--- config.mk ---
export PLATFORM = sky130hd
export DESIGN_NAME = dfr_queue
export DESIGN_NICKNAME = d
export VERILOG_FILES = /design/src/hw/rtl/dfr_pkg.sv /design/src/hw/rtl/dfr_queue.sv
export VERILOG_INCLUDE_DIRS = /design/src /design/src/hw/rtl
export SDC_FILE = /design/constraint.sdc
export NUM_CORES = 1
export LEC_CHECK = 0
export ABC_AREA = 1
export BUFFER_PORTS_ARGS = -buffer_cell sky130_fd_sc_hd__buf_4
export CELL_PAD_IN_SITES_DETAIL_PLACEMENT = 2
export CELL_PAD_IN_SITES_GLOBAL_PLACEMENT = 2
export CORE_UTILIZATION = 41
export DETAILED_ROUTE_END_ITERATION = 6
export PLACE_DENSITY_LB_ADDON = 0.1
export SYNTH_ARGS = -nofsm -noshare
export SYNTH_HDL_FRONTEND = slang
export SYNTH_SLANG_ARGS = --single-unit
--- constraint.sdc ---
create_clock -name clk -period 12.6 [get_ports clk]
set_clock_uncertainty 0.1 [all_clocks]
set_input_delay 2.52 -clock clk [delete_from_list [all_inputs] [get_ports clk]]
set_output_delay 2.52 -clock clk [all_outputs]
set_load 0.05 [all_outputs]
--- src/hw/rtl/crc_checked_frame_deframer_assert.svh ---
// assertion macros shared by the deframer modules
`ifndef CRC_CHECKED_FRAME_DEFRAMER_ASSERT_SVH
`define CRC_CHECKED_FRAME_DEFRAMER_ASSERT_SVH

`ifndef ASSERT_OFF
`define DFR_ASSERT(lbl, prop, msg) \
	lbl: assert property (@(posedge clk) disable iff (!arst_n) (prop)) else $error(msg);
`define DFR_ASSERT_IMPL(lbl, ante, cons, msg) \
	lbl: assert property (@(posedge clk) disable iff (!arst_n) (ante) |-> (cons)) else $error(msg);
`else
`define DFR_ASSERT(lbl, prop, msg)
`define DFR_ASSERT_IMPL(lbl, ante, cons, msg)
`endif

`endif

--- src/hw/rtl/dfr_pkg.sv ---
package dfr_pkg;

	localparam int HEADER_BYTES = 44;
	localparam int QUEUE_DEPTH = 4;
	localparam logic [31:0] CRC_POLY = 32'hEDB88320;

	localparam logic [2:0] ST_FRAME_OK    = 3'd0;
	localparam logic [2:0] ST_BAD_MAGIC   = 3'd1;
	localparam logic [2:0] ST_BAD_VERSION = 3'd2;
	localparam logic [2:0] ST_BAD_KIND    = 3'd3;
	localparam logic [2:0] ST_TOO_LONG    = 3'd4;
	localparam logic [2:0] ST_CRC_BAD     = 3'd5;
	localparam logic [2:0] ST_READ_OK     = 3'd6;
	localparam logic [2:0] ST_READ_RANGE  = 3'd7;

	localparam logic [2:0] REG_MAGIC       = 3'd0;
	localparam logic [2:0] REG_VERSION_MIN = 3'd1;
	localparam logic [2:0] REG_VERSION_MAX = 3'd2;
	localparam logic [2:0] REG_KIND_MAX    = 3'd3;
	localparam logic [2:0] REG_PAYLOAD_CAP = 3'd4;

	// one queued request for the back end: a ram write, a ram read, a result
	typedef struct packed {
		logic        wr;
		logic        rd;
		logic        res;
		logic [15:0] addr;
		logic [7:0]  wdata;
		logic [2:0]  status;
		logic [15:0] kind;
		logic [15:0] version;
		logic [31:0] flags;
		logic [63:0] seq;
		logic [63:0] epoch;
		logic [63:0] boot;
		logic [12:0] len;
		logic [31:0] crc;
	} entry_t;

	function automatic logic [31:0] crc_byte(input logic [31:0] c, input logic [7:0] b);
		logic [31:0] r;
		r = c ^ {24'd0, b};
		for (int i = 0; i < 8; i++) begin
			r = r[0] ? ((r >> 1) ^ CRC_POLY) : (r >> 1);
		end
		return r;
	endfunction

endpackage

--- src/hw/rtl/dfr_queue.sv ---
module dfr_queue import dfr_pkg::*; (
	input  logic   clk,
	input  logic   arst_n,
	input  logic   push,
	input  entry_t push_entry,
	output logic   full,
	output logic   head_valid,
	output entry_t head,
	input  logic   pop
);

	localparam int AW = $clog2(QUEUE_DEPTH);

	entry_t          slots_q [QUEUE_DEPTH];
	logic [AW-1:0]   wp_q, rp_q;
	logic [AW:0]     cnt_q;

	assign full = cnt_q == (AW+1)'(QUEUE_DEPTH);
	assign head_valid = cnt_q != '0;
	assign head = slots_q[rp_q];

	always_ff @(posedge clk) begin
		if (push) slots_q[wp_q] <= push_entry;
	end

	always_ff @(posedge clk or negedge arst_n) begin
		if (!arst_n) begin
			wp_q <= '0;
			rp_q <= '0;
			cnt_q <= '0;
		end else begin
			if (push) wp_q <= wp_q + AW'(1);
			if (pop) rp_q <= rp_q + AW'(1);
			cnt_q <= cnt_q + (AW+1)'(push) - (AW+1)'(pop);
		end
	end

	`include "crc_checked_frame_deframer_assert.svh"

	`DFR_ASSERT(a_no_overflow, !(push && full), "request pushed into full queue")
	`DFR_ASSERT(a_no_underflow, !(pop && !head_valid), "pop from empty queue")

endmodule

==> run summary <==
Final WL = 182 mm
Clock H-tree levels = 4
Min cycle time layout = 7670 ps
Drt pass-1 iters = 7
Global Route Usage Sum = 26.2%
Data required, critical path = 9980 ps
WP data arrival = 5050 ps
IO Pins = 668
Buffer count from post-CTS setup fixing = 0
CP startpoint kind = flip-flop
Reg-to-reg slack, setup = 8880 ps
Worst-Margin Slew = 1250 ps
Area grow syn2layout = 19.8%
EDFF count, synth = 1324
Synth area leaders = edfxtp_1 71%, nand2_1 11%, inv_1 9.0%
Top-area cell type share of the netlist area = 71.3%
Sw Pwr = 8.90 mW
Fin. Hold Viols = 0
WS Path Type = flip-flop to primary output
CP Buf/Inv Count = 4
Total Die Area = 138000 um^2
Clk Tree Root Cell = clkbuf_16
DR vias/cell = 4.95
Layout Utilization = 49.8%
Comb pwr share = 46.6%
DRC violations left = 0
Hold WC Path Type = flip-flop to flip-flop
Setup violators final = 0
CTS Buf Count = 151
Top_reg_cell synth = edfxtp_1
Buffers on Ports = 667
Post-Syn Instances = 5232
Pre-CTS WS = 5750 ps
RD Place Congestion = 0.755
Slew Viols, Final = 0
FF-to-FF End = slots_q[2][182]
Leakage = 30.7 nW
Layout cells sized above 1 = 15.0%
Crit-path max FO = 135
Top-count cell post-synth = nand2_1
Setup crit end kind = primary output
Clock Latency Late Sink = 780 ps
Resized Gates After CTS = 0
Initial antenna violation count = 46
Clk sinks = 1331
Ys async rst share = 0.526%
Yosys warning count = 0
Slowest cell on crit path = buf_4
VDD IR max = 0.268 mV
P_int = 10.2 mW
Synthesized flop and latch total = 1331
Distinct cells, synth = 16
Dpl hpwl = 110 mm
Hold EP = wp_q[0]
Max_cap viols = 0
Chip Height = 371 um
Post-route ant nets = 0
Die Span X = 371 um
Hold buffers post-CTS = 0
Post-synthesis cell area = 55800 um^2
Worst Min Path Start = wp_q[0]
Tcrit/Tclk final = 60.8%
Clk pwr share = 21.6%
TNS Setup = 0 ps
Largest net degree at the start of global routing = 196
Fin nets = 6203
Slowest Stage Delay on Critical Path = 940 ps
Power per Cell Area = 286 nW/um^2
CP dominant cell by count = buf_4
Sequential Power Share = 31.8%
Detailed-route wire length per cell = 23.4 um
Via count = 38454
Hold depth = 1
Status = completed
Most frequent cells after synthesis = 1666 x nand2_1, 1336 x inv_1, 1324 x edfxtp_1, 664 x nand3_1, 148 x buf_2
RSZ-0062 raised after global routing = false
Syn_area_per_cell = 10.7 um^2
First DRT Iteration DRCs = 1868
R2r startpoint = wp_q[0]
Worst path cell trace = inv_8 -> buf_4 -> buf_4 -> nand2_1 -> nand3_1 -> nand2_1 -> buf_4
Initial Util = 41.6%
Slew HR = 16.5%
Row cnt = 134
Post-synth top area cell = edfxtp_1
Seq/Total Area, Yosys = 71.6%
Core area = 134000 um^2
Fmax = 0.130 GHz
Max clock buf depth = 3
Reg clk slew, reported paths = 50 ps
GRT overflow = 0
Switching Share = 46.6%
Reg2Reg Depth = 6
Crit path setup slack, layout = 4930 ps
First-pass GRT wire length = 267 mm
Number of global-route vias before repair = 43886
Post-synthesis net count = 5574
Worst path top cell family by delay = buffers and inverters
CTS tree = built
# fillers = 13665
-- per-layer routing --
metal	wire, um	part of all wire [%]	GRT usage [%]	vias to the layer above
met5	355	0.20	0	-
met3	10800	5.9	6.62	323
met2	96200	53	48.6	798
met4	6380	3.5	10.6	54
li1	-	-	-	17603
met1	67900	37	28.3	19676
-- final cells by class --
type | instances | area [um^2] | area share [%]
Sequential cell | 1331 | 39900 | 59.8
Multi-Input combinational cell | 2342 | 9710 | 14.5
Tap cell | 1768 | 2210 | 3.31
Antenna cell | 20 | 50.0 | 0.0749
Inverter | 1338 | 5070 | 7.58
Timing Repair Buffer | 697 | 5330 | 7.98
Clock buffer | 197 | 4060 | 6.07
Clock inverter | 71 | 459 | 0.687
-- layout by cell type, fill, tap and decap left out --
cell type	n
dfrtp_1	5
clkinv_2	21
inv_8	6
bufinv_16	4
buf_12	8
dfrtp_4	2
nor3_1	1
ha_1	6
clkbuf_16	156
inv_1	1332
o21ai_0	1
fa_1	1
diode_2	20
clkinvlp_4	1
edfxtp_1	1324
clkinv_1	35
nand3_1	664
clkinv_8	1
xor2_1	3
nand2_1	1666
buf_4	689
clkbuf_1	41
inv_6	9
-- power groups by stage --
stage	Clock (mW)	Combinational, mW	Sequential [mW]
2_1_floorplan	0	5.85	6.28
3_3_place_gp	0	8.71	6.10
3_5_place_dp	0	8.93	6.17
4_1_cts	4.21	9.03	6.09
5_1_grt	4.37	9.43	6.14
6_report	4.13	8.90	6.08
-- state kept, by name, summed over array words and instances (netlist names) --
register,count
slots_q,1324
cnt_q,3
wp_q,2
rp_q,2
-- logic make-up after synthesis --
logic type                 Yosys count  synth area share (%)
AOI/OAI and AO/OA                    1               0.00896
xor gates and xnor gates             3                0.0471
adders and majority gates            7                 0.170
buffers and inverters             1559                  11.0
DFF                               1331                  71.6
and+or+nand+nor                   2331                  17.2
-- worst max path at each step --
stage	from	end	slack, ps	cells past startpoint
2_1_floorplan	push	slots_q[0][0]	2620	3
3_3_place_gp	rp_q[0]	head[165]	5820	7
3_5_place_dp	rp_q[0]	head[162]	5750	7
4_1_cts	rp_q[0]	head[162]	4880	7
5_1_grt	rp_q[0]	head[245]	4670	7
6_report	rp_q[0]	head[229]	4930	7
-- stage by stage --
step	total power [mW]	instance area [um^2]	cells	hold slack, ps
finish	19.1	66800	7764	425
global route	19.9	66800	7763	456
CTS	19.3	66800	7744	428
detailed placement	15.1	62300	7476	400
global placement	14.8	62300	7476	389
floorplan	12.1	55800	5232	363
Power figures use the tool's default switching activity.
