===== src/hw/rtl/crc_checked_frame_deframer_assert.svh =====
// assertion macros shared by the deframer modules
`ifndef CRC_CHECKED_FRAME_DEFRAMER_ASSERT_SVH
`define CRC_CHECKED_FRAME_DEFRAMER_ASSERT_SVH

`ifndef ASSERT_OFF
`define DFR_ASSERT(lbl, prop, msg) \
	lbl: assert property (@(posedge clk) disable iff (!arst_n) (prop)) else $error(msg);
`define DFR_ASSERT_IMPL(lbl, ante, cons, msg) \
	lbl: assert property (@(posedge clk) disable iff (!arst_n) (ante) |-> (cons)) else $error(msg);
`else
`define DFR_ASSERT(lbl, prop, msg)
`define DFR_ASSERT_IMPL(lbl, ante, cons, msg)
`endif

`endif


===== src/hw/rtl/dfr_pkg.sv =====
package dfr_pkg;

	localparam int HEADER_BYTES = 44;
	localparam int QUEUE_DEPTH = 4;
	localparam logic [31:0] CRC_POLY = 32'hEDB88320;

	localparam logic [2:0] ST_FRAME_OK    = 3'd0;
	localparam logic [2:0] ST_BAD_MAGIC   = 3'd1;
	localparam logic [2:0] ST_BAD_VERSION = 3'd2;
	localparam logic [2:0] ST_BAD_KIND    = 3'd3;
	localparam logic [2:0] ST_TOO_LONG    = 3'd4;
	localparam logic [2:0] ST_CRC_BAD     = 3'd5;
	localparam logic [2:0] ST_READ_OK     = 3'd6;
	localparam logic [2:0] ST_READ_RANGE  = 3'd7;

	localparam logic [2:0] REG_MAGIC       = 3'd0;
	localparam logic [2:0] REG_VERSION_MIN = 3'd1;
	localparam logic [2:0] REG_VERSION_MAX = 3'd2;
	localparam logic [2:0] REG_KIND_MAX    = 3'd3;
	localparam logic [2:0] REG_PAYLOAD_CAP = 3'd4;

	// one queued request for the back end: a ram write, a ram read, a result
	typedef struct packed {
		logic        wr;
		logic        rd;
		logic        res;
		logic [15:0] addr;
		logic [7:0]  wdata;
		logic [2:0]  status;
		logic [15:0] kind;
		logic [15:0] version;
		logic [31:0] flags;
		logic [63:0] seq;
		logic [63:0] epoch;
		logic [63:0] boot;
		logic [12:0] len;
		logic [31:0] crc;
	} entry_t;

	function automatic logic [31:0] crc_byte(input logic [31:0] c, input logic [7:0] b);
		logic [31:0] r;
		r = c ^ {24'd0, b};
		for (int i = 0; i < 8; i++) begin
			r = r[0] ? ((r >> 1) ^ CRC_POLY) : (r >> 1);
		end
		return r;
	endfunction

endpackage


===== src/hw/rtl/dfr_front.sv =====
module dfr_front import dfr_pkg::*; #(
	parameter int PAYLOAD_DEPTH = 4096
) (
	input  logic         clk,
	input  logic         arst_n,
	input  logic         cfg_valid,
	input  logic [2:0]   cfg_index,
	input  logic [31:0]  cfg_data,
	input  logic         in_valid,
	output logic         in_ready,
	input  logic         opcode,
	input  logic [7:0]   data_byte,
	input  logic [11:0]  read_index,
	input  logic         q_full,
	output logic         push,
	output entry_t       push_entry
);

	localparam int PW = $clog2(HEADER_BYTES + PAYLOAD_DEPTH);
	localparam int LW = $clog2(PAYLOAD_DEPTH + 1);

	logic [31:0] magic_q;
	logic [15:0] vmin_q, vmax_q, kmax_q;
	logic [12:0] maxp_q;

	logic [PW-1:0] pos_q;
	logic [15:0]   version_q, kind_q;
	logic [31:0]   flags_q, len_q, hcrc_q, crc_q;
	logic [63:0]   seq_q, epoch_q, boot_q;
	logic [LW-1:0] dlen_q;
	logic          halted_q, magic_bad_q;

	logic          acc, stream;
	logic [7:0]    cbyte;
	logic [31:0]   crc_next, hcrc_full, limit, pidx;
	logic          magic_bad_n, err, ok;
	logic [2:0]    err_code;

	assign in_ready = !q_full;
	assign acc = in_valid && in_ready;
	assign stream = acc && !opcode && !halted_q;

	always_ff @(posedge clk or negedge arst_n) begin
		if (!arst_n) begin
			magic_q <= '0;
			vmin_q <= 16'd1;
			vmax_q <= 16'd1;
			kmax_q <= 16'd22;
			maxp_q <= 13'd4096;
		end else if (cfg_valid) begin
			unique case (cfg_index)
				REG_MAGIC:       magic_q <= cfg_data;
				REG_VERSION_MIN: vmin_q <= cfg_data[15:0];
				REG_VERSION_MAX: vmax_q <= cfg_data[15:0];
				REG_KIND_MAX:    kmax_q <= cfg_data[15:0];
				REG_PAYLOAD_CAP: maxp_q <= cfg_data[12:0];
				default: ;
			endcase
		end
	end

	always_comb begin
		cbyte = (pos_q >= PW'(40) && pos_q < PW'(HEADER_BYTES)) ? 8'd0 : data_byte;
		crc_next = crc_byte(crc_q, cbyte);
		hcrc_full = {data_byte, hcrc_q[23:0]};
		magic_bad_n = magic_bad_q;
		if (pos_q < PW'(4) && magic_q[8*pos_q[1:0] +: 8] != data_byte)
			magic_bad_n = 1'b1;
		limit = ({19'd0, maxp_q} < 32'(PAYLOAD_DEPTH)) ? {19'd0, maxp_q} : 32'(PAYLOAD_DEPTH);
		pidx = 32'(pos_q) - 32'(HEADER_BYTES);
		err = 1'b0;
		ok = 1'b0;
		err_code = ST_CRC_BAD;
		if (pos_q < PW'(HEADER_BYTES)) begin
			if (pos_q == PW'(3) && magic_bad_n) begin
				err = 1'b1;
				err_code = ST_BAD_MAGIC;
			end else if (pos_q == PW'(HEADER_BYTES - 1)) begin
				if (version_q < vmin_q || version_q > vmax_q) begin
					err = 1'b1;
					err_code = ST_BAD_VERSION;
				end else if (kind_q == 16'd0 || kind_q > kmax_q) begin
					err = 1'b1;
					err_code = ST_BAD_KIND;
				end else if (len_q > limit) begin
					err = 1'b1;
					err_code = ST_TOO_LONG;
				end else if (len_q == 32'd0) begin
					if (~crc_next == hcrc_full) ok = 1'b1;
					else err = 1'b1;
				end
			end
		end else if (pidx + 32'd1 >= len_q) begin
			if (~crc_next == hcrc_q) ok = 1'b1;
			else err = 1'b1;
		end
	end

	always_comb begin
		push_entry = '0;
		push = 1'b0;
		if (acc && opcode) begin
			push = 1'b1;
			push_entry.res = 1'b1;
			push_entry.addr = {4'd0, read_index};
			if (32'(read_index) < 32'(dlen_q) && 32'(read_index) < 32'(PAYLOAD_DEPTH)) begin
				push_entry.rd = 1'b1;
				push_entry.status = ST_READ_OK;
			end else begin
				push_entry.status = ST_READ_RANGE;
			end
		end else if (stream) begin
			if (pos_q >= PW'(HEADER_BYTES)) begin
				push_entry.wr = 1'b1;
				push_entry.addr = pidx[15:0];
				push_entry.wdata = data_byte;
			end
			if (err) begin
				push_entry.res = 1'b1;
				push_entry.status = err_code;
			end else if (ok) begin
				push_entry.res = 1'b1;
				push_entry.status = ST_FRAME_OK;
				push_entry.kind = kind_q;
				push_entry.version = version_q;
				push_entry.flags = flags_q;
				push_entry.seq = seq_q;
				push_entry.epoch = epoch_q;
				push_entry.boot = boot_q;
				push_entry.len = len_q[12:0];
				push_entry.crc = (pos_q < PW'(HEADER_BYTES)) ? hcrc_full : hcrc_q;
			end
			push = push_entry.wr || push_entry.res;
		end
	end

	always_ff @(posedge clk or negedge arst_n) begin
		if (!arst_n) begin
			pos_q <= '0;
			crc_q <= '1;
			magic_bad_q <= 1'b0;
			halted_q <= 1'b0;
			dlen_q <= '0;
		end else if (stream) begin
			if (err) begin
				halted_q <= 1'b1;
			end else if (ok) begin
				pos_q <= '0;
				crc_q <= '1;
				magic_bad_q <= 1'b0;
				dlen_q <= LW'(len_q);
			end else begin
				pos_q <= pos_q + PW'(1);
				crc_q <= crc_next;
				magic_bad_q <= magic_bad_n;
			end
		end
	end

	// header lanes; every lane is rewritten before the fields are used
	always_ff @(posedge clk) begin
		if (stream && pos_q < PW'(HEADER_BYTES)) begin
			if (pos_q < PW'(4)) begin
			end else if (pos_q < PW'(6)) begin
				version_q[8*pos_q[0] +: 8] <= data_byte;
			end else if (pos_q < PW'(8)) begin
				kind_q[8*pos_q[0] +: 8] <= data_byte;
			end else if (pos_q < PW'(12)) begin
				flags_q[8*pos_q[1:0] +: 8] <= data_byte;
			end else if (pos_q < PW'(20)) begin
				seq_q[8*3'(pos_q - PW'(12)) +: 8] <= data_byte;
			end else if (pos_q < PW'(28)) begin
				epoch_q[8*3'(pos_q - PW'(20)) +: 8] <= data_byte;
			end else if (pos_q < PW'(36)) begin
				boot_q[8*3'(pos_q - PW'(28)) +: 8] <= data_byte;
			end else if (pos_q < PW'(40)) begin
				len_q[8*pos_q[1:0] +: 8] <= data_byte;
			end else begin
				hcrc_q[8*pos_q[1:0] +: 8] <= data_byte;
			end
		end
	end

	`include "crc_checked_frame_deframer_assert.svh"

	`DFR_ASSERT_IMPL(a_halt_sticky, halted_q, ##1 halted_q, "halt flag cleared")

endmodule


===== config.mk =====
export PLATFORM = sky130hd
export DESIGN_NAME = dfr_front
export DESIGN_NICKNAME = d
export VERILOG_FILES = /design/src/hw/rtl/dfr_pkg.sv /design/src/hw/rtl/dfr_front.sv
export VERILOG_INCLUDE_DIRS = /design/src /design/src/hw/rtl
export SDC_FILE = /design/constraint.sdc
export NUM_CORES = 1
export LEC_CHECK = 0
export ABC_CLOCK_PERIOD_IN_PS = 7100
export CAP_MARGIN = 5
export CELL_PAD_IN_SITES_DETAIL_PLACEMENT = 1
export CELL_PAD_IN_SITES_GLOBAL_PLACEMENT = 1
export CORE_ASPECT_RATIO = 2
export CORE_UTILIZATION = 51
export DETAILED_ROUTE_END_ITERATION = 8
export DONT_BUFFER_PORTS = 1
export PLACE_DENSITY = 0.89
export SKIP_CTS_REPAIR_TIMING = 1
export SLEW_MARGIN = 20
export SYNTH_ARGS = -nofsm -noshare
export SYNTH_HDL_FRONTEND = slang
export SYNTH_SLANG_ARGS = --single-unit

===== constraint.sdc =====
create_clock -name clk -period 7.1 [get_ports clk]
set_input_delay 0 -clock clk [delete_from_list [all_inputs] [get_ports clk]]
set_output_delay 0 -clock clk [all_outputs]
set_load 0.1 [all_outputs]

==> impl_metrics.toml <==
[status]
status = "finished with violations"
violations = "negative setup slack"

[critical_path]
worstSetupStartpoint = "pos_q[4]"
crit_path_end_kind = "primary output"
crit_fanout = 101
critPathKind = "reg2out"
arrival_ns = 7.55
cp_cell_sequence = "a21oi_1, nor2_1, nor4_2, nand2_1, xor2_1, nand2b_1, nor2_1, a21oi_1, buf_4, ha_1, a21o_1, a21o_1, a21oi_1, nand3_1, a211oi_1, nor2_1, nor2_1, o31ai_4, nor2_4, buf_12, and2_1, buf_4"
reg2reg_depth = 22
endpoint = "push_entry[166]"
cp_slowest_cell = "dfrtp_1"
cpMostUsedCell = "nor2_1"
r2r_end = "crc_q[22]"
crit_required_ns = 7.10
r2r_start = "pos_q[4]"
r2r_slack_ns = 0.13
critPathMaxStageDelay_ns = 0.62
startpoint_type = "flip-flop"

[route]
dr.first_iter.drc_count = 3229
wirelength_um = 139000
viasPerCell = 7.18
ant_nets = 0
drc = 0
vias = 23900
drt_first_pass_iters = 9
wl_per_cell_um = 41.8

[place]
portBuffers = 0
place_congestion = 1.05
dp_hpwl_um = 86200
dp_slack_ns = 0.755

[floorplan]
num_io_pins = 394
die_w_um = 161
initial_utilization = 0.516
core_mm2 = 0.0499
rows = 116
die-area_mm2 = 0.0515
fp.dieH_um = 320

[logic_synthesis]
ys_async_sr_fraction = 0.323
ys_ff_latch = 473
avgSynthCellArea_um2 = 11.2
synthAdderAreaFrac = 0.0548
synthFlopType = "edfxtp_1"
yosys.area.top_type = "edfxtp_1"
synth_edf_count = 320
yosysSeqAreaShare = 0.523
syn_area_mm2 = 0.0258
netlist.area_leader.share = 0.373
synth_top_cells_by_area = "edfxtp_1 (37%), dfrtp_1 (11%), and2_1 (7.0%)"
synthCells = 2293
yosys-mux-area-fraction = 0.0409
synth-warning-count = 0
synth-xor-area-share = 0.0842
synth_compound_area_frac = 0.0841
netlist-cell-type-count = 78
synth-simple-area-share = 0.173
synth.net_count = 2467
synth_top_family_by_area = "simple AND/OR/NAND/NOR gates"

[timing]
finalCritPeriodShare = 1.06
layout_setup_ws_ns = -0.446
fmax_mhz = 133
skew_ns = 0.0302
hold_viol_final = 0
tightest_slew_ns = 1.26
fin_tns_setup_ns = -89.23
max_slew_margin = 0.156
fin_crit_ns = 7.55
setup_viol = 298
drv_slew = 0

[global_routing]
grt_pass1_wl_um = 176000
grt_pass1_vias = 23900
antenna_found_initial = 29
grt_overflow = 0
grt_start_max_net_pins = 154
track_usage = 0.489

[power_and_ir_drop]
power_mw = 13.8
power_per_cell_area_mw_per_mm2 = 423
p_leak_nw = 13.6
irDropWorstVdd_mv = 0.364

[clock_tree]
root_buffer = "clkbuf_16"
htreeDepth = 2
insertion_delay_ns = 0.64
cts_tree = "done"
cts_made_buffers = 43
cts_buffer_depth = 3
clkTransAtPathRegs_ns = 0.08
cts_sinks = 473

[flow_run]
drv_cap = 0

[cells_and_area]
final_util = 0.654
layout_common_cells = "edfxtp_1 (320), and2_1 (288), buf_4 (238)"
final_layout_size_suffix_gt1_frac = 0.231
nNetsFinal = 2801
fill_cells = 4890
area_delta_synth_final_pct = 26.6
mostFrequentLayoutCell = "edfxtp_1"

[hold_path]
hold_class = "in2async"
-- through the flow --
stage / hold WS [ns] / cell area (um2) / instances
floorplan: -0.296 / 25800 / 2293
global placement: -0.285 / 30400 / 3166
detailed placement: -0.288 / 30400 / 3166
CTS: -0.916 / 31900 / 3245
global route: 0.0440 / 32600 / 3316
finish: 0.00407 / 32600 / 3333
-- cells by family (layout without fill, tap and decap cells) --
logic type / Yosys count / count (layout)
AOI/OAI and AO/OA: 328 / 328
xor gates and xnor gates: 201 / 201
adders and majority gates: 113 / 113
buffers and inverters: 254 / 622
DFF: 473 / 473
muxes: 87 / 87
other: 0 / 23
and+or+nand+nor: 837 / 837
-- critical path, delay by kind of cell, from the launching register on --
family | cells | cell delay, ns
compound gates | 7 | 2.04
buf+inv | 3 | 1.00
xor+xnor | 1 | 0.51
fa+ha+maj | 1 | 0.31
flops | 1 | 0.62
simple gates | 10 | 2.30
-- synth_stat cells, types with 12 or more instances --
cell type / instances
mux2_2: 64
nor2_1: 199
nor4_1: 21
nand2b_1: 19
xor2_1: 46
inv_1: 132
xnor2_1: 122
and2_1: 288
nand2_1: 120
dfstp_2: 38
a21o_1: 56
buf_2: 44
nor3_1: 48
o21bai_1: 12
clkbuf_1: 64
dfrtp_1: 115
mux2i_1: 13
and3_1: 13
nand3_1: 29
edfxtp_1: 320
nand4_1: 34
a22o_1: 14
a21oi_1: 83
ha_1: 113
o21ai_0: 72
xnor3_1: 21
or2_2: 20
-- sequential cells by signal (all words and copies together), names as in the netlist, 32 cells and up --
signal / count
boot_q: 64
crc_q: 32
len_q: 32
epoch_q: 64
hcrc_q: 32
seq_q: 64
flags_q: 32
magic_q: 32
-- worst min path at each step --
| stage | to | slack, ns | cells past startpoint |
|---|---|---|---|
| detailed placement | dlen_q[5] | -0.29 | 0 |
| global route | crc_q[7] | 0.04 | 4 |
| finish | dlen_q[8] | 0.004 | 2 |
| CTS | dlen_q[8] | -0.92 | 0 |
| floorplan | dlen_q[0] | -0.30 | 0 |
| global placement | dlen_q[9] | -0.28 | 0 |
-- power breakdown --
part	total [mW]	leakage [nW]	internal, mW	switching [mW]
sequential	3.74	4.71	3.36	0.372
clock	2.64	0.690	1.34	1.30
combinational	7.43	8.15	2.52	4.92
total	13.8	13.6	7.22	6.59
-- area by class of cell --
| type | count | area [um2] | share of cell area |
|---|---|---|---|
| Sequential cell | 473 | 13500 | 0.413 |
| Multi-Input combinational cell | 1566 | 11600 | 0.354 |
| Timing Repair Buffer | 411 | 4780 | 0.146 |
| Clock buffer | 55 | 1130 | 0.0347 |
| Tap cell | 649 | 812 | 0.0249 |
| Inverter | 132 | 495 | 0.0152 |
| Clock inverter | 24 | 312 | 0.00954 |
| Antenna cell | 23 | 57.6 | 0.00176 |
-- routing by layer --
metal	share of wire	wire length (um)	GRT usage
met5	0.0019	261	0.000967
met4	0.15	20800	0.541
met3	0.12	16700	0.172
met2	0.46	63500	0.812
met1	0.27	37900	0.433
Power figures use the tool's default switching activity.
